==> config.mk <==
export PLATFORM = sky130hd
export DESIGN_NAME = mff_cdiv
export DESIGN_NICKNAME = d
export VERILOG_FILES = /design/src/hw/rtl/mff_pkg.sv /design/src/hw/rtl/mff_cdiv.sv
export SDC_FILE = /design/constraint.sdc
export NUM_CORES = 1
export LEC_CHECK = 0
export ABC_AREA = 1
export CAP_MARGIN = 25
export CORE_ASPECT_RATIO = 0.8
export CORE_MARGIN = 4
export CORE_UTILIZATION = 45
export DETAILED_ROUTE_END_ITERATION = 16
export DONT_BUFFER_PORTS = 1
export SYNTH_ARGS = -nofsm -noshare
export SYNTH_HDL_FRONTEND = slang
export SYNTH_SLANG_ARGS = --single-unit
==> constraint.sdc <==
create_clock -name clock -period 5.14 [get_ports clock]
set_input_delay 0.257 -clock clock [delete_from_list [all_inputs] [get_ports clock]]
set_output_delay 0.257 -clock clock [all_outputs]
set_load 0.01 [all_outputs]
==> src/hw/rtl/mff_pkg.sv <==
// Shared types and constants for the motor feedback filter.
// No dependencies; imported by every module of the block.
package mff_pkg;

   // field widths
   localparam int ID_W     = 11;
   localparam int BYTE_W   = 8;
   localparam int POS_W    = 16;
   localparam int WORD_W   = 16;
   localparam int SCALE_W  = 24;
   localparam int WRAP_W   = 18;
   localparam int DIFF_W   = 19;
   localparam int PROD_W   = SCALE_W + 1 + DIFF_W;
   localparam int ANGLE_W  = 48;

   // csr port
   localparam int CSR_ADDR_W = 2;
   localparam int CSR_DATA_W = 24;

   // pipeline depths of the arithmetic units
   localparam int CDIV_STAGES  = 5;
   localparam int ANGLE_STAGES = 2;

   // register reset values
   localparam logic [ID_W-1:0]    MOTOR_ID_RST    = 11'd513;
   localparam logic [POS_W-1:0]   ENC_ZERO_RST    = 16'd0;
   localparam logic [POS_W-1:0]   ECD_RANGE_RST   = 16'd8192;
   localparam logic [SCALE_W-1:0] ANGLE_SCALE_RST = 24'd2880;

   typedef enum logic [CSR_ADDR_W-1:0] {
      CSR_MOTOR_ID    = 2'd0,
      CSR_ENC_ZERO    = 2'd1,
      CSR_ECD_RANGE   = 2'd2,
      CSR_ANGLE_SCALE = 2'd3
   } csr_index_type;

   typedef struct packed {
      logic [SCALE_W-1:0] angle_scale;
      logic [POS_W-1:0]   ecd_full_range;
      logic [POS_W-1:0]   enc_zero;
      logic [ID_W-1:0]    motor_id;
   } cfg_type;

   // input word, frame_id in the lowest bits, pad in the highest
   typedef struct packed {
      logic [4:0]        pad;
      logic [BYTE_W-1:0] byte_6;
      logic [BYTE_W-1:0] byte_5;
      logic [BYTE_W-1:0] byte_4;
      logic [BYTE_W-1:0] byte_3;
      logic [BYTE_W-1:0] byte_2;
      logic [BYTE_W-1:0] byte_1;
      logic [BYTE_W-1:0] byte_0;
      logic [ID_W-1:0]   frame_id;
   } req_data_type;

   // decoded frame fields carried down the pipeline
   typedef struct packed {
      logic [BYTE_W-1:0]        temperature;
      logic signed [WORD_W-1:0] torque_current;
      logic signed [WORD_W-1:0] speed_rpm;
      logic [POS_W-1:0]         previous_position;
      logic [POS_W-1:0]         raw_position;
   } fb_type;

   // result word, raw_position in the lowest bits, pad in the highest
   typedef struct packed {
      logic [3:0]                pad;
      logic signed [ANGLE_W-1:0] mean_angle;
      logic signed [WRAP_W-1:0]  mean_position_wrapped;
      logic signed [WORD_W-1:0]  mean_speed;
      logic signed [ANGLE_W-1:0] angle;
      logic signed [WRAP_W-1:0]  wrapped_position;
      logic [BYTE_W-1:0]         temperature;
      logic signed [WORD_W-1:0]  torque_current;
      logic signed [WORD_W-1:0]  speed_rpm;
      logic [POS_W-1:0]          previous_position;
      logic [POS_W-1:0]          raw_position;
   } rsp_data_type;

endpackage

==> src/hw/rtl/mff_cdiv.sv <==
// Pipelined divide by a constant, truncating toward zero.
// Reciprocal multiply with one correction step; depends on mff_pkg.
module mff_cdiv #(
   parameter int X_W = 21,
   parameter int DIV = 20
) (
   input  logic           clock,
   input  logic           advance,
   input  logic           is_signed,
   input  logic [X_W-1:0] x,
   output logic [X_W-1:0] q
);
   import mff_pkg::*;

   // floor(2^X_W / DIV): estimate is low by at most one
   localparam longint unsigned RECIP_L = (64'd1 << X_W) / DIV;
   localparam logic [X_W-1:0]  RECIP   = X_W'(RECIP_L);
   localparam logic [X_W-1:0]  DIV_X   = X_W'(DIV);

   logic             neg_a_ff, neg_b_ff, neg_c_ff, neg_d_ff;
   logic [X_W-1:0]   mag_a_ff, mag_b_ff, mag_c_ff;
   logic [2*X_W-1:0] prod_b_ff;
   logic [X_W-1:0]   q_c_ff, qw_c_ff, q_d_ff, q_e_ff;

   logic             neg_in;
   logic [X_W-1:0]   q_est;
   logic [X_W-1:0]   rem;

   always_comb begin
      neg_in = is_signed && x[X_W-1];
      q_est  = prod_b_ff[2*X_W-1:X_W];
      rem    = mag_c_ff - qw_c_ff;
   end

   always_ff @(posedge clock) begin
      if (advance) begin
         // magnitude
         neg_a_ff  <= neg_in;
         mag_a_ff  <= neg_in ? (~x + 1'b1) : x;
         // reciprocal product
         neg_b_ff  <= neg_a_ff;
         mag_b_ff  <= mag_a_ff;
         prod_b_ff <= (2*X_W)'(mag_a_ff) * (2*X_W)'(RECIP);
         // estimate and its back product
         neg_c_ff  <= neg_b_ff;
         mag_c_ff  <= mag_b_ff;
         q_c_ff    <= q_est;
         qw_c_ff   <= q_est * DIV_X;
         // correction
         neg_d_ff  <= neg_c_ff;
         q_d_ff    <= (rem >= DIV_X) ? q_c_ff + 1'b1 : q_c_ff;
         // restore sign
         q_e_ff    <= neg_d_ff ? (~q_d_ff + 1'b1) : q_d_ff;
      end
   end

   assign q = q_e_ff;

endmodule

; ---- After elaboration in Yosys (flattened, before gate mapping)
; Index checks and enable logic that the tools add are counted.
[word_totals]
word_cells = 26
ff_bits = 180
output_inout_bits = 21
input_bits = 24
[classes]
bitwise_logic = 2
n_lt_le_gt_ge = 1
muxes = 3
n_mul = 2
n_addsub = 4
reduce_logical = 1
[op_table]
columns = operator, count
row1 = $add A21 B1 Y21 const B, 2
row2 = $mux W21, 2
row3 = $mul A21 B17 Y38 const B, 1
row4 = $ge A21 B5 Y1 const B, 1
row5 = $not A18 Y21, 1
row6 = $not A21 Y21, 1
row7 = $sub A21 B21 Y21, 1
row8 = $mul A17 B3 Y19 const B, 1
row9 = $add A17 B1 Y18 const B, 1
row10 = $mux W17, 1
row11 = $logic_and A1 B1 Y1, 1

; ---- Logic depth before layout (Yosys ltp)
[depth]
ltp_word = 3
depth_mapped = 23
mapped_depth_nobuf = 23

; ---- Worst setup path before layout
; Ideal clock, no wire load.
[synth_path]
path_type = register -> register
startpoint = register mag_a_ff[10]
endpoint = register prod_b_ff[37] (data pin)
path_buffers = 0
synth_period_minus_slack_ps = 5078
arrival_ps = 4826
path_stages_with_launch = 21
t_required_ps = 4888
setup_ps = 252
path_slack_ps = 62
path_cell_list = edfxtp_1 > ha_1 > inv_1 > fa_1 > inv_1 > fa_1 > inv_1 > fa_1 > fa_1 > fa_1 > inv_1 > ha_1 > a21oi_1 > o21a_1 > inv_1 > a21oi_1 > nor2_1 > a211oi_1 > nand2_1 > nand2_1 > nand2_1
[synth_via]
elab_chain_cells = 1
[synth_lines]
columns = element, line
row1 = from (decl), mff_cdiv.sv:21  ; logic [X_W-1:0] mag_a_ff, mag_b_ff, mag_c_ff;
row2 = from (signal assigned), mff_cdiv.sv:39  ; mag_a_ff <= neg_in ? (~x + 1'b1) : x;
row3 = $mul A21 B17 Y38, mff_cdiv.sv:43  ; prod_b_ff <= (2*X_W)'(mag_a_ff) * (2*X_W)'(RECIP);
row4 = to (signal assigned), mff_cdiv.sv:43
row5 = to (decl), mff_cdiv.sv:22  ; logic [2*X_W-1:0] prod_b_ff;
; Every way passes these cells.
; A chain may end at the register's enable or synchronous reset.

; ---- Worst setup path in the final report
[layout_path]
startpoint = register mag_a_ff[9]
endpoint = register prod_b_ff[35] (data pin)
; Same word-level chain as after synthesis.

==> impl_metrics.yaml <==
run_status:
  status: "finished, final reports clean"
final_layout:
  seqCellArea_mm2: 0.00471
  area_growth_pct: 19.0
  design_area_mm2: 0.0178
  insertedDiodeCount: 0
  final_nets: 2124
  n_fill_cell: 2916
  multi_input_area_mm2: 0.00948
  drive_above_1_share_pct: 16.4
  final_util_pct: 54.5
global_routing:
  grt_pass1_wl_mm: 57.7
  grt_pass1_vias: 11400
  grt_max_degree: 54
  track_usage_pct: 20.4
  gr-total-overflow: 0
  antenna_found_initial: 0
sta:
  worst_hold_slack_ps: 22.6
  fmax_ghz: 0.201
  worstMarginPinSlew_ps: 744
  relSlewSlack_pct: 50.2
  setup_viol: 0
  slew_violations: 0
  layout_min_cycle_time_ps: 4980
  skew_ps: 14.9
  rsz0062_at_grt: "yes"
  finalCritPeriodShare_pct: 96.9
  hold_viol_final: 0
floorplanning:
  rows: 59
  dieArea_mm2: 0.0362
  ios: 45
  fp.dieH_um: 171
  fp.dieW_um: 212
  start_util_pct: 45.8
  design.core.area_mm2: 0.0326
critical_path:
  worstSetupStartpoint: "mag_a_ff[9]"
  path_max_fanout: 3
  start_kind: "flip-flop"
  end_kind: "flip-flop"
  crit_type: "reg -> reg"
  r2r_end: "prod_b_ff[35]"
  crit_path_end: "prod_b_ff[35]"
  cp.required_ps: 5330
  r2r_start: "mag_a_ff[9]"
  arrival_ps: 5170
  rrSetupSlack_ps: 160
  r2r_cells: 19
route:
  vias: 11100
  detail-route-antenna-nets: 0
  drt-total-wl_mm: 35.7
  drc: 0
  viasPerCell: 4.99
  wl_per_cell_um: 16.1
  drtPass1Iterations: 5
  drt_iter0_drc: 671
synthesis:
  synthArstFlopShare_pct: 0
  synth_area_leader_cell: "edfxtp_1"
  muxShareOfSynthArea_pct: 0
  synth_seq_cells: 157
  synth_edf_count: 157
  postSynthCellCount: 1648
  yosysTopAreaCellShare_pct: 31.6
  synth_top_family_by_area: "adder cells"
  syn_area_mm2: 0.0149
  synthAdderAreaFrac_pct: 32.3
  synth_xor_area_share_pct: 5.04
  synth_cell_types: 38
  yosysSeqAreaShare_pct: 31.6
  syn_avg_cell_area_um2: 9.06
  synth-compound-area-share_pct: 5.00
  synthTopCellsByArea: "edfxtp_1 32%, ha_1 17%, fa_1 15%"
  synth.yosys.warnings: 0
  synth.most_common_cell: "inv_1"
  synthesis.nets: 1989
  synth_commonest_cells: "377 x inv_1, 303 x nand2_1, 202 x ha_1"
  dominantRegCellSynth: "edfxtp_1"
  synthSimpleGateAreaFrac_pct: 16.2
clocking:
  cts.sinks: 157
  cts_buffers: 17
  cts_tree: "done"
  clk-insertion-delay-late_ps: 440
  htree_levels: 4
  cts_buffer_depth: 2
  cts-root-buf: "clkbuf_16"
  clk_pin_slew_ps: 80
place:
  placed_area_mm2: 0.0162
  dp_hpwl_mm: 29.0
  placement.io_buffers: 0
  gp_congestion: 0.904
run:
  maxCapViolCount: 0
worst_hold_path:
  hp-class: "in -> reg"
-- cells by family (layout without fill, tap and decap cells) --
logic type                 after synthesis  in the layout
and+or+nand+nor                        565            565
AOI/OAI and AO/OA                      138            138
DFF                                    157            157
buffers and inverters                  385            533
adders and majority gates              317            317
xor gates and xnor gates                86             86
-- layout by cell type (no fill, tap or decap), types with 6 or more instances in the layout --
cell	instances
nand3_2	6
nand4_1	29
a21oi_1	54
inv_2	25
ha_1	173
nor2_4	7
ha_4	28
nor2_2	9
clkbuf_16	17
nand2_1	284
buf_4	113
nand3_1	60
o21ai_0	26
nand3b_1	7
xnor2_1	23
a21oi_2	11
xor2_1	63
o21ai_2	6
inv_8	7
nor3_1	26
fa_1	112
edfxtp_1	157
nor2_1	100
inv_1	352
o21ai_1	10
nand2_2	18
-- layer usage --
layer	wire [um]	global-route usage, %	vias to the layer above
met5	0	0	-
met4	519	4.45	0
met3	1600	3.41	36
met2	16500	33.8	221
met1	17000	28.4	5263
li1	-	-	5579
-- critical path: stages, from the launching register on --
cell and delay [ps]:
edfxtp_1 480, ha_4 340, inv_4 40, fa_1 530, inv_2 50, fa_1 490
inv_1 50, fa_1 510, inv_2 40, fa_1 480, inv_2 40, fa_1 540
inv_2 50, ha_4 240, a21oi_4 130, o21a_1 200, o21bai_2 90, a211oi_2 200
nand2_1 90, xor2_1 140
-- per-stage QoR --
step                TNS [ps]  setup WS [ps]  cells
floorplan                  0           62.0   1648
global route            -453          -85.0   2223
detailed placement     -1900           -193   2166
CTS                        0           1.81   2212
global placement       -1160           -158   2166
finish                     0            157   2223
-- flip-flops by register name, summed over array words and instances (netlist names) --
register,count
qw_c_ff,19
mag_c_ff,21
q,21
neg_c_ff,1
q_c_ff,15
q_d_ff,18
neg_b_ff,1
mag_b_ff,21
neg_a_ff,1
neg_d_ff,1
prod_b_ff,17
mag_a_ff,21
-- area by class of cell --
| class | instances | area share, % |
|---|---|---|
| Timing Repair Buffer | 123 | 5.66 |
| Sequential cell | 157 | 26.5 |
| Inverter | 378 | 8.00 |
| Multi-Input combinational cell | 1106 | 53.4 |
| Clock buffer | 17 | 2.39 |
| Clock inverter | 15 | 1.04 |
| Tap cell | 427 | 3.01 |
-- worst min path at each step --
stage | from | endpoint | slack [ps] | cells past startpoint
after global placement | x[0] | mag_a_ff[0] | 360 | 0
after floorplan | x[0] | mag_a_ff[0] | 360 | 0
final | x[15] | mag_a_ff[15] | 20 | 1
after CTS | x[15] | mag_a_ff[15] | 3 | 1
after detailed placement | x[0] | mag_a_ff[0] | 360 | 0
after global routing | x[17] | mag_a_ff[17] | 9 | 1
-- repair_timing --
| item | in CTS | in global routing |
|---|---|---|
| setup buffers | 8 | 11 |
| hold buffers | 6 | 0 |
| pin swaps | 31 | 83 |
| endpoints found under the hold margin | 49 | 0 |
| setup endpoints to repair | 17 | 17 |
| resized for setup | 41 | 129 |
Power is left out: the tool's default activity adds up to more than one toggle a clock period on the data nets, which glitch-free logic cannot reach.
