--- src/hw/rtl/mff_pkg.sv ---
// Shared types and constants for the motor feedback filter.
// No dependencies; imported by every module of the block.
package mff_pkg;

   // field widths
   localparam int ID_W     = 11;
   localparam int BYTE_W   = 8;
   localparam int POS_W    = 16;
   localparam int WORD_W   = 16;
   localparam int SCALE_W  = 24;
   localparam int WRAP_W   = 18;
   localparam int DIFF_W   = 19;
   localparam int PROD_W   = SCALE_W + 1 + DIFF_W;
   localparam int ANGLE_W  = 48;

   // csr port
   localparam int CSR_ADDR_W = 2;
   localparam int CSR_DATA_W = 24;

   // pipeline depths of the arithmetic units
   localparam int CDIV_STAGES  = 5;
   localparam int ANGLE_STAGES = 2;

   // register reset values
   localparam logic [ID_W-1:0]    MOTOR_ID_RST    = 11'd513;
   localparam logic [POS_W-1:0]   ENC_ZERO_RST    = 16'd0;
   localparam logic [POS_W-1:0]   ECD_RANGE_RST   = 16'd8192;
   localparam logic [SCALE_W-1:0] ANGLE_SCALE_RST = 24'd2880;

   typedef enum logic [CSR_ADDR_W-1:0] {
      CSR_MOTOR_ID    = 2'd0,
      CSR_ENC_ZERO    = 2'd1,
      CSR_ECD_RANGE   = 2'd2,
      CSR_ANGLE_SCALE = 2'd3
   } csr_index_type;

   typedef struct packed {
      logic [SCALE_W-1:0] angle_scale;
      logic [POS_W-1:0]   ecd_full_range;
      logic [POS_W-1:0]   enc_zero;
      logic [ID_W-1:0]    motor_id;
   } cfg_type;

   // input word, frame_id in the lowest bits, pad in the highest
   typedef struct packed {
      logic [4:0]        pad;
      logic [BYTE_W-1:0] byte_6;
      logic [BYTE_W-1:0] byte_5;
      logic [BYTE_W-1:0] byte_4;
      logic [BYTE_W-1:0] byte_3;
      logic [BYTE_W-1:0] byte_2;
      logic [BYTE_W-1:0] byte_1;
      logic [BYTE_W-1:0] byte_0;
      logic [ID_W-1:0]   frame_id;
   } req_data_type;

   // decoded frame fields carried down the pipeline
   typedef struct packed {
      logic [BYTE_W-1:0]        temperature;
      logic signed [WORD_W-1:0] torque_current;
      logic signed [WORD_W-1:0] speed_rpm;
      logic [POS_W-1:0]         previous_position;
      logic [POS_W-1:0]         raw_position;
   } fb_type;

   // result word, raw_position in the lowest bits, pad in the highest
   typedef struct packed {
      logic [3:0]                pad;
      logic signed [ANGLE_W-1:0] mean_angle;
      logic signed [WRAP_W-1:0]  mean_position_wrapped;
      logic signed [WORD_W-1:0]  mean_speed;
      logic signed [ANGLE_W-1:0] angle;
      logic signed [WRAP_W-1:0]  wrapped_position;
      logic [BYTE_W-1:0]         temperature;
      logic signed [WORD_W-1:0]  torque_current;
      logic signed [WORD_W-1:0]  speed_rpm;
      logic [POS_W-1:0]          previous_position;
      logic [POS_W-1:0]          raw_position;
   } rsp_data_type;

endpackage

--- src/hw/rtl/mff_angle.sv ---
// Offset wrap of an encoder position and Q16 angle scaling, two stages.
// Depends on mff_pkg.
module mff_angle (
   input  logic                                clock,
   input  logic                                advance,
   input  mff_pkg::cfg_type                    cfg,
   input  logic [mff_pkg::POS_W-1:0]           pos,
   output logic signed [mff_pkg::WRAP_W-1:0]   wrapped,
   output logic signed [mff_pkg::ANGLE_W-1:0]  angle
);
   import mff_pkg::*;

   logic [POS_W-1:0]         half;
   logic [POS_W:0]           hi_thr;
   logic [POS_W-1:0]         lo_thr;
   logic signed [DIFF_W-1:0] pos_s, rng_s, off_s, wrap_s, diff_s;
   logic signed [SCALE_W:0]  scale_s;
   logic signed [PROD_W-1:0] prod;

   logic signed [WRAP_W-1:0] wrap_a_ff, wrap_b_ff;
   logic signed [DIFF_W-1:0] diff_a_ff;
   logic signed [ANGLE_W-1:0] angle_b_ff;

   // wrap by one full range toward the offset
   always_comb begin
      half   = {1'b0, cfg.ecd_full_range[POS_W-1:1]};
      hi_thr = {1'b0, cfg.enc_zero} + {1'b0, half};
      lo_thr = cfg.enc_zero - half;
      pos_s  = $signed({{(DIFF_W-POS_W){1'b0}}, pos});
      rng_s  = $signed({{(DIFF_W-POS_W){1'b0}}, cfg.ecd_full_range});
      off_s  = $signed({{(DIFF_W-POS_W){1'b0}}, cfg.enc_zero});
      wrap_s = pos_s;
      if (cfg.enc_zero < half) begin
         if ({1'b0, pos} > hi_thr) begin
            wrap_s = pos_s - rng_s;
         end
      end else if (pos < lo_thr) begin
         wrap_s = pos_s + rng_s;
      end
      diff_s = wrap_s - off_s;
   end

   // scale the distance from offset
   always_comb begin
      scale_s = $signed({1'b0, cfg.angle_scale});
      prod    = scale_s * diff_a_ff;
   end

   always_ff @(posedge clock) begin
      if (advance) begin
         wrap_a_ff  <= wrap_s[WRAP_W-1:0];
         diff_a_ff  <= diff_s;
         wrap_b_ff  <= wrap_a_ff;
         angle_b_ff <= {{(ANGLE_W-PROD_W){prod[PROD_W-1]}}, prod};
      end
   end

   assign wrapped = wrap_b_ff;
   assign angle   = angle_b_ff;

endmodule

--- config.mk ---
export PLATFORM = sky130hd
export DESIGN_NAME = mff_angle
export DESIGN_NICKNAME = d
export VERILOG_FILES = /design/src/hw/rtl/mff_pkg.sv /design/src/hw/rtl/mff_angle.sv
export SDC_FILE = /design/constraint.sdc
export NUM_CORES = 1
export LEC_CHECK = 0
export ABC_AREA = 1
export BUFFER_PORTS_ARGS = -buffer_cell sky130_fd_sc_hd__clkbuf_2
export CAP_MARGIN = 20
export CORE_AREA = 2 2 248 250
export CTS_CLUSTER_DIAMETER = 80
export DETAILED_ROUTE_END_ITERATION = 8
export DIE_AREA = 0 0 250 252
export PLACE_DENSITY = 0.61
export SYNTH_ARGS = -nofsm -noshare
export SYNTH_HDL_FRONTEND = slang
export SYNTH_SLANG_ARGS = --single-unit
--- constraint.sdc ---
create_clock -name clock -period 5.66 [get_ports clock]
set_clock_uncertainty 0.15 [all_clocks]
set_input_delay 0.283 -clock clock [delete_from_list [all_inputs] [get_ports clock]]
set_output_delay 0.283 -clock clock [all_outputs]
set_load 0.02 [all_outputs]
=== Word level (Yosys, flattened, before mapping) ===
Cells that the tools add are included.

* Add/sub/neg operators: 5
* Multipliers: 1
* Divide/modulo/power cells: 0
* Magnitude comparators: 3
* Eq/ne operators: 0
* Shift operators: 0
* Mux-type cells: 3
* Bitwise logic cells: 0
* Reductions and logical operators: 0

{| class="wikitable"
|+ Operators by type and width
! kind !! number
|-
| multiplier 25 x 19 -> 44 bit || 1
|-
| two-way mux 19 bit || 2
|-
| subtractor 19 x 17 -> 19 bit || 1
|-
| adder 16 x 15 -> 17 bit || 1
|-
| adder 16 x 16 -> 17 bit || 1
|-
| > comparator 16 x 17 -> 1 bit || 1
|-
| two-way mux 17 bit || 1
|-
| subtractor 16 x 16 -> 17 bit || 1
|-
| < comparator 16 x 15 -> 1 bit || 1
|-
| < comparator 16 bit || 1
|-
| subtractor 16 x 15 -> 16 bit || 1
|}

* Register bits: 99
* Latch bits: 0
* Bits in writable memories: 0
* Bits in read-only memories: 0
* Output and inout port bits: 66
* Logic and storage cells: 16
* Memories: 0

=== Depth between registers and ports, before layout ===
* Depth in word-level cells: 5
* Mapped depth: 41
* Depth with buffers taken out: 40

=== Worst setup path after synthesis ===
OpenSTA, ideal clock, no wires.

* Path kind: input to register
* From: in cfg[50] (netlist name)
* To: reg angle_b_ff[31], in the netlist angle[31] (data pin)
* Setup time: 0.262 ns
* Data arrival time: 5.731 ns
* Setup slack: -0.483 ns
* Stages on the path: 23
* Cell sequence: clkbuf_1 > buf_1 > nand2_1 > fa_1 > inv_1 > fa_1 > inv_1 > fa_1 > inv_1 > fa_1 > fa_1 > fa_1 > fa_1 > ha_1 > nand2_1 > inv_1 > a21oi_1 > o21ai_0 > nand2_1 > nand2_1 > a21oi_1 > o21ai_1 > xor2_1

* Cells in the longest elaborated chain, start to end: 1

{| class="wikitable"
|+ RTL lines
! what !! RTL line !! RTL
|-
| start, declared || mff_angle.sv:6 || <nowiki>input mff_pkg::cfg_type cfg,</nowiki>
|-
| multiplier 25 x 19 -> 44 bit || mff_angle.sv:46 || <nowiki>prod = scale_s * diff_a_ff;</nowiki>
|-
| via prod[31] || mff_angle.sv:18 || <nowiki>logic signed [PROD_W-1:0] prod;</nowiki>
|-
| end signal, assigned || mff_angle.sv:54 || <nowiki>angle_b_ff <= {{(ANGLE_W-PROD_W){prod[PROD_W-1]}}, prod};</nowiki>
|-
| end, declared || mff_angle.sv:22 || <nowiki>logic signed [ANGLE_W-1:0] angle_b_ff;</nowiki>
|}

The timed path passes the listed nets, and every way through them passes these cells.
A chain may end at the register's enable or synchronous reset.

=== Final worst setup path ===
* From: reg diff_a_ff[7]
* To: reg angle_b_ff[33], in the netlist angle[33] (data pin)

* Cells in the longest elaborated chain, start to end: 1

{| class="wikitable"
|+ RTL lines
! what !! RTL line !! RTL
|-
| start, declared || mff_angle.sv:21 || <nowiki>logic signed [DIFF_W-1:0] diff_a_ff;</nowiki>
|-
| start signal, assigned || mff_angle.sv:52 || <nowiki>diff_a_ff <= diff_s;</nowiki>
|-
| multiplier 25 x 19 -> 44 bit || mff_angle.sv:46 ||
|-
| via prod[33] || mff_angle.sv:18 ||
|}

The timed path passes the listed nets, and every way through them passes these cells.

==> impl_metrics.py <==
metrics = {
    "status": {
        "status": "finished with violations",
        "failed_checks": "negative setup slack",
    },
    "clocking": {
        "ctsHtreeMaxLevel": 3,
        "path_clk_slew_ns": 0.09,
        "hold_buffers": 0,
        "cts_root_buf": "clkbuf_16",
        "insertion_delay_ns": 0.40,
        "cts.sinks": 99,
        "clock_path_buffers": 2,
        "cts_buffers": 9,
        "cts_tree": "built",
    },
    "sta": {
        "max_freq_mhz": 164.1,
        "tightest_slew_ns": 0.9413,
        "period_needed_ns": 6.095,
        "worst_slack_ns": -0.4351,
        "finalHoldViolations": 0,
        "finalSetupViolCount": 30,
        "setup_tns_ns": -8.322,
        "rsz0062_at_grt": "yes",
        "slew_headroom_pct": 37.25,
        "drv_slew": 0,
        "fin_crit_sh_pct": 107.7,
    },
    "worst_setup_path": {
        "worst-endpoint-required_ns": 5.65,
        "path_max_fanout": 7,
        "max_stage_delay_ns": 0.59,
        "path_cells": "buf_6 -> buf_16 -> nand2_2 -> inv_2 -> fa_1 -> inv_2 -> fa_1 -> fa_1 -> fa_1 -> inv_1 -> fa_1 -> fa_1 -> ha_4 -> ha_4 -> nand2_1 -> nand2_2 -> a31oi_4 -> o31ai_1 -> nand2_1 -> nand3_2 -> a21oi_2 -> xnor2_1 -> buf_4",
        "critical_path_depth": 23,
        "end_kind": "flip-flop",
        "crit_top_cell": "fa_1",
        "crit_type": "flip-flop to flip-flop",
        "cp_num_buf_inv": 6,
        "critical_path.top_delay_family": "adder cells",
        "critPathSlowestCell": "fa_1",
        "critPathArrivalTime_ns": 6.09,
        "critPathLaunchType": "flip-flop",
        "r2r_cells": 23,
    },
    "yosys": {
        "synthFlopType": "edfxtp_1",
        "ys_types": 56,
        "synth.avg_cell_area_um2": 7.937,
        "synth_edf_count": 99,
        "synthCells": 3014,
        "yosys_warnings": 0,
        "netlist_area_mm2": 0.02392,
        "yosys_register_bits": 99,
        "async_reset_ff_share_pct": 0,
        "synth.net_count": 3758,
        "yosysSeqAreaShare_pct": 12.43,
    },
    "global_routing": {
        "first_global_vias": 21300,
        "grt_use_total_pct": 22.00,
        "grt_max_degree": 70,
        "grt_pass1_wl_um": 109200,
        "antenna_found_initial": 0,
        "grt-ovfl-total": 0,
    },
    "cells_and_area": {
        "mostFrequentLayoutCells": "inv_1 (771), nand2_1 (668), fa_1 (357)",
        "final_common_cell": "inv_1",
        "synthToLayoutAreaGrowth_pct": 25.91,
        "n_antenna_cell": 0,
        "drive_gt1_share_pct": 23.14,
        "nNetsFinal": 4140,
    },
    "run": {
        "max_cap_viol_count": 0,
    },
    "drt": {
        "vias_per_cell": 4.755,
        "dr.pass1.iters": 5,
        "drt_iter0_drc": 1021,
        "wl_per_cell_um": 16.14,
        "antenna_left": 0,
        "drc": 0,
        "drt-total-wl_um": 67510,
        "routed-via-count": 19890,
    },
    "floorplan": {
        "core_mm2": 0.06013,
        "rows": 90,
        "io_pins": 151,
        "die_x_um": 250,
        "die_area_mm2": 0.06300,
        "start_util_pct": 39.78,
        "die-height_um": 252,
    },
    "placed_design": {
        "place.gp.congestion": 0.9485,
        "portBuffers": 139,
        "dp_hpwl_um": 56470,
    },
    "hold_path": {
        "whs_path_depth": 1,
        "hold_path.class": "input pin to flip-flop",
    },
}
synth_stat cells, drive strengths merged, types with 2 or more instances:
| cell type | count | area, um2 |
|---|---|---|
| inv | 812 | 3050 |
| nor4 | 6 | 50.04 |
| o211ai | 8 | 65.06 |
| ha | 281 | 3516 |
| o2111ai | 3 | 26.28 |
| nor3 | 13 | 65.06 |
| xnor2 | 17 | 148.9 |
| nand2 | 718 | 2710 |
| clkbuf | 75 | 284.0 |
| o21ai | 73 | 376.6 |
| or2 | 11 | 68.82 |
| o21a | 3 | 22.52 |
| a21oi | 128 | 659.4 |
| edfxtp | 99 | 2973 |
| nor2 | 119 | 474.2 |
| fa | 378 | 7567 |
| nand4 | 16 | 100.1 |
| a31oi | 16 | 106.4 |
| and2 | 2 | 12.52 |
| xor2 | 86 | 753.2 |
| a211oi | 4 | 35.03 |
| a21o | 7 | 52.55 |
| nand3 | 75 | 390.4 |
| o21bai | 13 | 101.4 |
| nand3b | 2 | 18.77 |
| a21boi | 6 | 45.04 |
| buf | 36 | 196.4 |
flip-flops by register name (all words and copies together) (netlist names):
signal     cells
angle         44
wrapped       18
wrap_a_ff     18
diff_a_ff     19
logic make-up (layout without fill, tap and decap cells):
group | count (synthesis) | count (layout) | share of synthesized area, %
compound gates | 267 | 267 | 6.433
buf+inv | 924 | 1311 | 14.78
xor+xnor | 103 | 103 | 3.771
flops | 99 | 99 | 12.43
simple gates | 962 | 962 | 16.26
fa+ha+maj | 659 | 659 | 46.33
layer usage:
metal,vias to the layer above,routed length (um),global-route usage [%]
met5,-,0,0
met4,0,2518,8.417
met3,135,2052,2.136
met2,414,36290,42.06
met1,9618,26650,25.22
li1,9725,-,-
path summary, 6_finish.rpt:
path,start,end,slack [ns]
setup / recovery,diff_a_ff[7],angle[33],-0.44
hold / removal,advance,angle[15],0.21
setup reg to reg,diff_a_ff[7],angle[33],-0.44
hold reg to reg,wrap_a_ff[16],wrapped[16],0.27
final cells by class:
class / instances / area [um2]
Clock buffer: 10 / 229.0
Clock inverter: 6 / 82.58
Fill cell: 5768 / 30010
Inverter: 813 / 3059
Multi-Input combinational cell: 1991 / 18990
Sequential cell: 99 / 2973
Tap cell: 782 / 978.4
Timing Repair Buffer: 481 / 3789
Timing Repair inverter: 1 / 16.27
per-stage QoR:
step                worst slack, ns  instances  hold WS (ns)  util [%]  instance area [um2]
floorplan                   -0.1575       3014        0.2455         -                24410
global placement            -0.5618       4141        0.2508     46.88                28190
detailed placement          -0.6123       4141        0.2552     46.88                28190
CTS                         -0.3845       4173        0.2131     49.15                29550
global route                -0.6212       4183        0.2208     50.09                30120
finish                      -0.4351       4183        0.2146     50.09                30120
repair_timing:
item,CTS,global route
buffers inserted,14,9
setup endpoints to repair,32,42
gates resized for setup,188,106
pin swaps,52,41
gates cloned,2,1
Power is not shown: default switching activity piles up to over one toggle a cycle in this logic, so the estimate is an artifact.
