===== src/hw/rtl/mff_pkg.sv =====
// Shared types and constants for the motor feedback filter.
// No dependencies; imported by every module of the block.
package mff_pkg;

   // field widths
   localparam int ID_W     = 11;
   localparam int BYTE_W   = 8;
   localparam int POS_W    = 16;
   localparam int WORD_W   = 16;
   localparam int SCALE_W  = 24;
   localparam int WRAP_W   = 18;
   localparam int DIFF_W   = 19;
   localparam int PROD_W   = SCALE_W + 1 + DIFF_W;
   localparam int ANGLE_W  = 48;

   // csr port
   localparam int CSR_ADDR_W = 2;
   localparam int CSR_DATA_W = 24;

   // pipeline depths of the arithmetic units
   localparam int CDIV_STAGES  = 5;
   localparam int ANGLE_STAGES = 2;

   // register reset values
   localparam logic [ID_W-1:0]    MOTOR_ID_RST    = 11'd513;
   localparam logic [POS_W-1:0]   ENC_ZERO_RST    = 16'd0;
   localparam logic [POS_W-1:0]   ECD_RANGE_RST   = 16'd8192;
   localparam logic [SCALE_W-1:0] ANGLE_SCALE_RST = 24'd2880;

   typedef enum logic [CSR_ADDR_W-1:0] {
      CSR_MOTOR_ID    = 2'd0,
      CSR_ENC_ZERO    = 2'd1,
      CSR_ECD_RANGE   = 2'd2,
      CSR_ANGLE_SCALE = 2'd3
   } csr_index_type;

   typedef struct packed {
      logic [SCALE_W-1:0] angle_scale;
      logic [POS_W-1:0]   ecd_full_range;
      logic [POS_W-1:0]   enc_zero;
      logic [ID_W-1:0]    motor_id;
   } cfg_type;

   // input word, frame_id in the lowest bits, pad in the highest
   typedef struct packed {
      logic [4:0]        pad;
      logic [BYTE_W-1:0] byte_6;
      logic [BYTE_W-1:0] byte_5;
      logic [BYTE_W-1:0] byte_4;
      logic [BYTE_W-1:0] byte_3;
      logic [BYTE_W-1:0] byte_2;
      logic [BYTE_W-1:0] byte_1;
      logic [BYTE_W-1:0] byte_0;
      logic [ID_W-1:0]   frame_id;
   } req_data_type;

   // decoded frame fields carried down the pipeline
   typedef struct packed {
      logic [BYTE_W-1:0]        temperature;
      logic signed [WORD_W-1:0] torque_current;
      logic signed [WORD_W-1:0] speed_rpm;
      logic [POS_W-1:0]         previous_position;
      logic [POS_W-1:0]         raw_position;
   } fb_type;

   // result word, raw_position in the lowest bits, pad in the highest
   typedef struct packed {
      logic [3:0]                pad;
      logic signed [ANGLE_W-1:0] mean_angle;
      logic signed [WRAP_W-1:0]  mean_position_wrapped;
      logic signed [WORD_W-1:0]  mean_speed;
      logic signed [ANGLE_W-1:0] angle;
      logic signed [WRAP_W-1:0]  wrapped_position;
      logic [BYTE_W-1:0]         temperature;
      logic signed [WORD_W-1:0]  torque_current;
      logic signed [WORD_W-1:0]  speed_rpm;
      logic [POS_W-1:0]          previous_position;
      logic [POS_W-1:0]          raw_position;
   } rsp_data_type;

endpackage


===== src/hw/rtl/mff_window.sv =====
// Frame match, field decode, sample window and running totals.
// Depends on mff_pkg.
module mff_window #(
   parameter int WINDOW = 20,
   parameter int TOT_W  = 21
) (
   input  logic                     clock,
   input  logic                     reset,
   input  logic                     advance,
   input  logic                     take,
   input  mff_pkg::req_data_type    frame,
   input  logic [mff_pkg::ID_W-1:0] motor_id,
   output logic                     hit,
   output mff_pkg::fb_type          fb,
   output logic [TOT_W-1:0]         pos_total,
   output logic [TOT_W-1:0]         spd_total
);
   import mff_pkg::*;

   localparam int SLOT_W = (WINDOW > 1) ? $clog2(WINDOW) : 1;
   localparam logic [SLOT_W-1:0] LAST_SLOT = SLOT_W'(WINDOW - 1);

   logic [POS_W-1:0]         pos_win_ff [WINDOW];
   logic signed [WORD_W-1:0] spd_win_ff [WINDOW];
   logic [SLOT_W-1:0]        slot_ff;
   logic [TOT_W-1:0]         pos_sum_ff;
   logic signed [TOT_W-1:0]  spd_sum_ff;
   logic [POS_W-1:0]         last_pos_ff;

   logic                     hit_ff;
   fb_type                   fb_ff;
   logic [TOT_W-1:0]         pos_tot_ff;
   logic [TOT_W-1:0]         spd_tot_ff;

   logic                     match;
   logic                     upd;
   logic [POS_W-1:0]         raw;
   logic signed [WORD_W-1:0] speed;
   logic signed [WORD_W-1:0] current;
   logic [TOT_W-1:0]         pos_sum_in;
   logic signed [TOT_W-1:0]  spd_sum_in;
   logic [SLOT_W-1:0]        slot_in;

   // decode and running totals: add the new sample, drop the oldest
   always_comb begin
      match   = (frame.frame_id == motor_id);
      upd     = take && match;
      raw     = {frame.byte_0, frame.byte_1};
      speed   = $signed({frame.byte_2, frame.byte_3});
      current = $signed({frame.byte_4, frame.byte_5});
      pos_sum_in = pos_sum_ff + TOT_W'(raw) - TOT_W'(pos_win_ff[slot_ff]);
      spd_sum_in = spd_sum_ff + TOT_W'(speed) - TOT_W'(spd_win_ff[slot_ff]);
      slot_in = (slot_ff == LAST_SLOT) ? '0 : slot_ff + 1'b1;
   end

   // window state, cleared at reset
   always_ff @(posedge clock) begin
      if (reset) begin
         for (int i = 0; i < WINDOW; i++) begin
            pos_win_ff[i] <= '0;
            spd_win_ff[i] <= '0;
         end
         slot_ff     <= '0;
         pos_sum_ff  <= '0;
         spd_sum_ff  <= '0;
         last_pos_ff <= '0;
      end else if (upd) begin
         pos_win_ff[slot_ff] <= raw;
         spd_win_ff[slot_ff] <= speed;
         slot_ff     <= slot_in;
         pos_sum_ff  <= pos_sum_in;
         spd_sum_ff  <= spd_sum_in;
         last_pos_ff <= raw;
      end
   end

   // first pipeline stage: valid flag
   always_ff @(posedge clock) begin
      if (reset) begin
         hit_ff <= 1'b0;
      end else if (advance) begin
         hit_ff <= upd;
      end
   end

   // first pipeline stage: payload
   always_ff @(posedge clock) begin
      if (advance) begin
         fb_ff.raw_position      <= raw;
         fb_ff.previous_position <= last_pos_ff;
         fb_ff.speed_rpm         <= speed;
         fb_ff.torque_current    <= current;
         fb_ff.temperature       <= frame.byte_6;
         pos_tot_ff              <= pos_sum_in;
         spd_tot_ff              <= spd_sum_in;
      end
   end

   assign hit       = hit_ff;
   assign fb        = fb_ff;
   assign pos_total = pos_tot_ff;
   assign spd_total = spd_tot_ff;

endmodule


===== config.mk =====
export PLATFORM = sky130hd
export DESIGN_NAME = mff_window
export DESIGN_NICKNAME = d
export VERILOG_FILES = /design/src/hw/rtl/mff_pkg.sv /design/src/hw/rtl/mff_window.sv
export SDC_FILE = /design/constraint.sdc
export NUM_CORES = 2
export LEC_CHECK = 0
export CAP_MARGIN = 15
export CORE_ASPECT_RATIO = 1.4
export CORE_UTILIZATION = 57
export DETAILED_ROUTE_END_ITERATION = 16
export DONT_BUFFER_PORTS = 1
export PLACE_DENSITY = 0.72
export SYNTH_ARGS = -nofsm -noshare
export SYNTH_HDL_FRONTEND = slang
export SYNTH_SLANG_ARGS = --single-unit
export TNS_END_PERCENT = 30

===== constraint.sdc =====
create_clock -name clock -period 6.05 [get_ports clock]
set_clock_uncertainty 0.05 [all_clocks]
set_input_delay 0.605 -clock clock [delete_from_list [all_inputs] [get_ports clock]]
set_output_delay 0.605 -clock clock [all_outputs]
set_load 0.005 [all_outputs]

=== Yosys cells after proc, flatten, opt, wreduce, memory -nomap -nowiden ===
Memories as Yosys holds them, arrays and structs flattened. A register that Yosys moved wholly into a read port is not among the register bits.
Cells that the tools add are included.

* $add $sub $neg: 5
* Eq/ne operators: 2
* Muxes and demuxes: 16
* Reduce and logical (&&, ||, !) cells: 3

{| class="wikitable"
|+ Operators by type and width
! operator !! count
|-
| adder 21 x 16 -> 21 bit || 2
|-
| subtractor 21 x 16 -> 21 bit || 2
|-
| two-way mux 5 bit || 7
|-
| two-way mux 16 bit || 2
|-
| OR reduction 16 bit || 2
|-
| equality test 11 bit || 1
|-
| two-way mux 1 bit || 7
|-
| adder 5 x 1 -> 5 bit (second input constant) || 1
|-
| equality test 5 bit (second input constant) || 1
|-
| logical AND 1 bit || 1
|}

* Register bits after elaboration: 178
* Bits in writable memories: 640
* Bits of input ports: 87
* Output and inout bits: 115
* Word-level logic and storage cells: 40
* Memories kept: 2

{| class="wikitable"
|+ Memory list
! name !! words !! width !! read ports !! clocked after memory_dff !! write ports !! line !! text
|-
| pos_win_ff || 20 || 16 || 1 || 1 || 20 || mff_window.sv:23 || <nowiki>logic [POS_W-1:0] pos_win_ff [WINDOW];</nowiki>
|-
| spd_win_ff || 20 || 16 || 1 || 1 || 20 || mff_window.sv:24 || <nowiki>logic signed [WORD_W-1:0] spd_win_ff [WINDOW];</nowiki>
|}

=== Logic depth before layout (Yosys ltp) ===
* Depth after elaboration: 7
* Gate-level depth with buffers: 20

=== Worst setup path before layout ===
Ideal clock, no wire load.

* Path kind: register to register
* From: reg with a tool-made name
* To: reg pos_tot_ff[20] (netlist: pos_total[20]) (data pin)
* Setup time: 258 ps
* Arrival: 4545 ps
* Required time: 5742 ps
* Setup slack: 1197 ps
* Cell stages (with the launch flop): 19
* Clock period less this slack: 4853 ps
* Cells stage by stage: dfxtp_1 buf_2 buf_1 mux4_2 mux4_2 mux2_2 ha_1 inv_1 ha_1 inv_1 fa_1 nor2b_1 o2111ai_1 a21oi_1 o311ai_1 a31oi_1 mux2i_1 nand2_1 xnor2_1

{| class="wikitable"
|+ RTL lines
! item !! line !! text
|-
| end signal: assignment || mff_window.sv:94 || <nowiki>pos_tot_ff <= pos_sum_in;</nowiki>
|-
| end: declaration || mff_window.sv:32 || <nowiki>logic [TOT_W-1:0] pos_tot_ff;</nowiki>
|}

==> results.yml <==
synth:
  yosysUniqueCellTypes: 65
  synth_top_cell_by_area: "edfxtp_1"
  ys_seq_area_share_pct: 67.9
  synth-adder-area-share_pct: 2.50
  synth-xor-area-share_pct: 0.837
  synth_compound_area_share_pct: 1.95
  syn_inst: 3188
  synthFlopType: "edfxtp_1"
  ys_async_sr_fraction_pct: 0
  synthSimpleGateAreaFrac_pct: 8.98
  synth.area.mux_share_pct: 14.6
  synth_top_family_by_area: "multiplexers"
  yosys_warnings: 0
  synth_seq_cells: 1207
  synth_top_area_share_pct: 65.3
  syn_area_um2: 52300
  synth_nets: 3358
  yosys-top-cells-area: "edfxtp_1 (65%), mux4_2 (14%), nor3_1 (4.4%)"
  syn_area_per_cell_um2: 16.4
  synth_edf_count: 1138
drt:
  firstDrtPassIters: 6
  vias_per_cell: 6.49
  drt-wirelength-per-cell_um: 28.6
  vias: 29055
  drc: 0
  drt_iter0_drc: 3583
  wirelength_mm: 128
  ant_nets: 0
global_route:
  grt-ovfl-total: 0
  antenna_found_initial: 7
  grt_pass1_wl_mm: 189
  grt_use_total_pct: 27.9
  grt_max_degree: 236
  grt_pass1_vias: 29662
cts:
  postCtsSetupBuffers: 0
  cts.sinks: 1207
  ctsHtreeMaxLevel: 3
  clk_latency_ns: 0.72
  clk_pin_slew_ns: 0.06
  tritoncts: "done"
  clockBufferDepth: 3
  cts_buffers: 109
  cts-resized-gates: 0
  root_buffer: "clkbuf_16"
floorplanning:
  die_area_um2: 93100
  die_h_um: 361
  initial_core_util_pct: 57.5
  core_um2: 91000
  die_w_um: 258
  rows: 131
  ios: 202
final_layout:
  final_util_pct: 63.6
  final_cell_mix: "edfxtp_1 (1138), nor3_1 (463), mux4_2 (320), inv_1 (165), and2_1 (160)"
  final_common_cell: "edfxtp_1"
  nNetsFinal: 3357
  drive_gt1_share_pct: 19.8
  fillers: 6206
  area_growth_pct: 10.5
pwr:
  peakVddDrop_v: 0.000237
  p_leak_nw: 18.6
  power_density_nw_per_um2: 296
  finalPower_mw: 17.1
setup_path:
  worstRegToRegCells: 16
  worst_ep_required_time_ns: 6.58
  cp.arrival_ns: 6.14
  timing.rr.end: "pos_sum_ff[17]$_SDFFE_PP0P_"
  endpoint_kind: "flip-flop"
  startpoint_type: "flip-flop"
  path_max_fanout: 30
  critPathKind: "flip-flop to flip-flop"
  cp-endpoint: "pos_sum_ff[17]$_SDFFE_PP0P_"
  reg2reg_setup_slack_ns: 0.44
timing:
  report.final.slew_viol_count: 0
  rsz0062_at_grt: "false"
  setup_viol_count_final: 0
  min_period_ns: 5.61
  worst_slack_ns: 0.438
  worst_slew_pin_slew_ns: 1.16
  setup_tns_ns: 0
  fmax_mhz: 178
  slew_headroom_pct: 23.0
  hold_viol: 0
  period_share_pct: 92.8
outcome:
  status: "completed"
place:
  dp_hpwl_mm: 75.3
  io_buffers: 0
  pre_cts_ws_ns: 0.430
  gp_congestion: 0.838
hold_path:
  hold_class: "input port to flip-flop"
flow_run:
  cap_viol_max_count: 0
==> state kept, by name (all words and copies together) (netlist names), named ones only <==
register / cells
fb: 72
hit: 1
last_pos_ff: 16
pos_sum_ff: 21
pos_total: 21
pos_win_ff: 512
slot_ff: 5
spd_sum_ff: 21
spd_total: 21
spd_win_ff: 512
==> critical path: stages, from the launching register on <==
cell      delay (ns)
dfxtp_4         0.61
buf_12          0.32
buf_4           0.29
mux4_2          0.55
mux4_2          0.55
mux2_2          0.34
fa_1            0.50
inv_1           0.04
ha_1            0.37
nand4_1         0.15
nor3b_1         0.21
a21oi_1         0.14
a21oi_1         0.31
o31ai_1         0.17
a211oi_1        0.41
mux2i_1         0.29
o311ai_1        0.15
==> final cells by class <==
| type | instances | area, µm² | area share, % |
|---|---|---|---|
| multi-input cells | 1559 | 15200 | 26.3 |
| inverters | 165 | 619 | 1.07 |
| well taps | 1197 | 1500 | 2.59 |
| flip-flops and latches | 1207 | 35600 | 61.5 |
| clock buffers | 141 | 2950 | 5.10 |
| clock inverters | 58 | 522 | 0.902 |
| diodes | 2 | 5.00 | 0.00865 |
| repair buffers | 145 | 1460 | 2.53 |
==> worst min path at each step <==
stage	from	cells past startpoint	slack (ns)	to
after global placement	last_pos_ff[10]$_SDFFE_PP0P_	0	0.36	fb[26]$_DFFE_PP_
after global routing	frame[15]	1	0.02	pos_win_ff[14][12]$_SDFFCE_PN0P_
after floorplan	last_pos_ff[0]$_SDFFE_PP0P_	0	0.36	fb[16]$_DFFE_PP_
after detailed placement	last_pos_ff[15]$_SDFFE_PP0P_	0	0.36	fb[31]$_DFFE_PP_
after CTS	frame[12]	1	0.00005	pos_win_ff[14][9]$_SDFFCE_PN0P_
final	frame[26]	1	0.03	pos_win_ff[13][7]$_SDFFCE_PN0P_
==> cells in the mapped netlist, types with 4 or more instances <==
| master | count |
|---|---|
| edfxtp_1 | 1138 |
| nor3_1 | 464 |
| mux4_2 | 320 |
| clkbuf_1 | 196 |
| inv_1 | 165 |
| and2_1 | 164 |
| nand2_1 | 109 |
| a21oi_1 | 71 |
| dfxtp_1 | 69 |
| nor2_1 | 63 |
| ha_1 | 47 |
| xnor2_1 | 38 |
| and3_1 | 37 |
| fa_1 | 36 |
| buf_2 | 33 |
| mux2_2 | 31 |
| buf_1 | 20 |
| or2_2 | 18 |
| o21ai_0 | 16 |
| a21o_1 | 14 |
| nand3_1 | 14 |
| xor2_1 | 12 |
| a211oi_1 | 9 |
| mux2i_1 | 8 |
| nand2b_1 | 8 |
| nand4_1 | 6 |
| nor2b_1 | 6 |
| a31oi_1 | 5 |
| o21ai_1 | 5 |
| or3_1 | 5 |
| buf_6 | 4 |
| nor3b_1 | 4 |
| o21bai_1 | 4 |
| o31ai_1 | 4 |
==> power breakdown <==
part / leakage [nW] / switching (mW) / internal [mW]
Sequential: 11.4 / 0.0973 / 9.41
Clock: 1.70 / 3.05 / 3.78
Combinational: 5.51 / 0.502 / 0.267
Total: 18.6 / 3.65 / 13.5
==> logic make-up (layout without fill, tap and decap cells) <==
family,count (synthesis),in the layout
adders and majority gates,83,83
muxes,359,359
buffers and inverters,422,509
xor gates and xnor gates,50,50
DFF,1207,1207
other,0,2
AOI/OAI and AO/OA,156,156
and+or+nand+nor,911,911
==> timing repair <==
item / in CTS / in global routing
hold buffers: 62 / 0
endpoints found under the setup margin: 0 / 0
endpoints found under the hold margin: 600 / 0
==> metal layers <==
metal  vias to the layer above  part of all wire, %  GRT usage (%)
met5                         -                    0              0
met4                         0                  2.4           7.85
li1                      12313                    -              -
met3                       218                  8.8           4.34
met2                      1541                   52           47.8
met1                     14983                   37           37.2
==> metrics by stage <==
step,instance area (µm²),std cells,hold WS (ns)
floorplan,52300,3188,0.358
global placement,53700,4211,0.362
detailed placement,53700,4211,0.365
CTS,57800,4472,0.0000484
global route,57800,4472,0.0154
finish,57900,4474,0.0341
No activity file was read; power rests on OpenSTA's default activity.
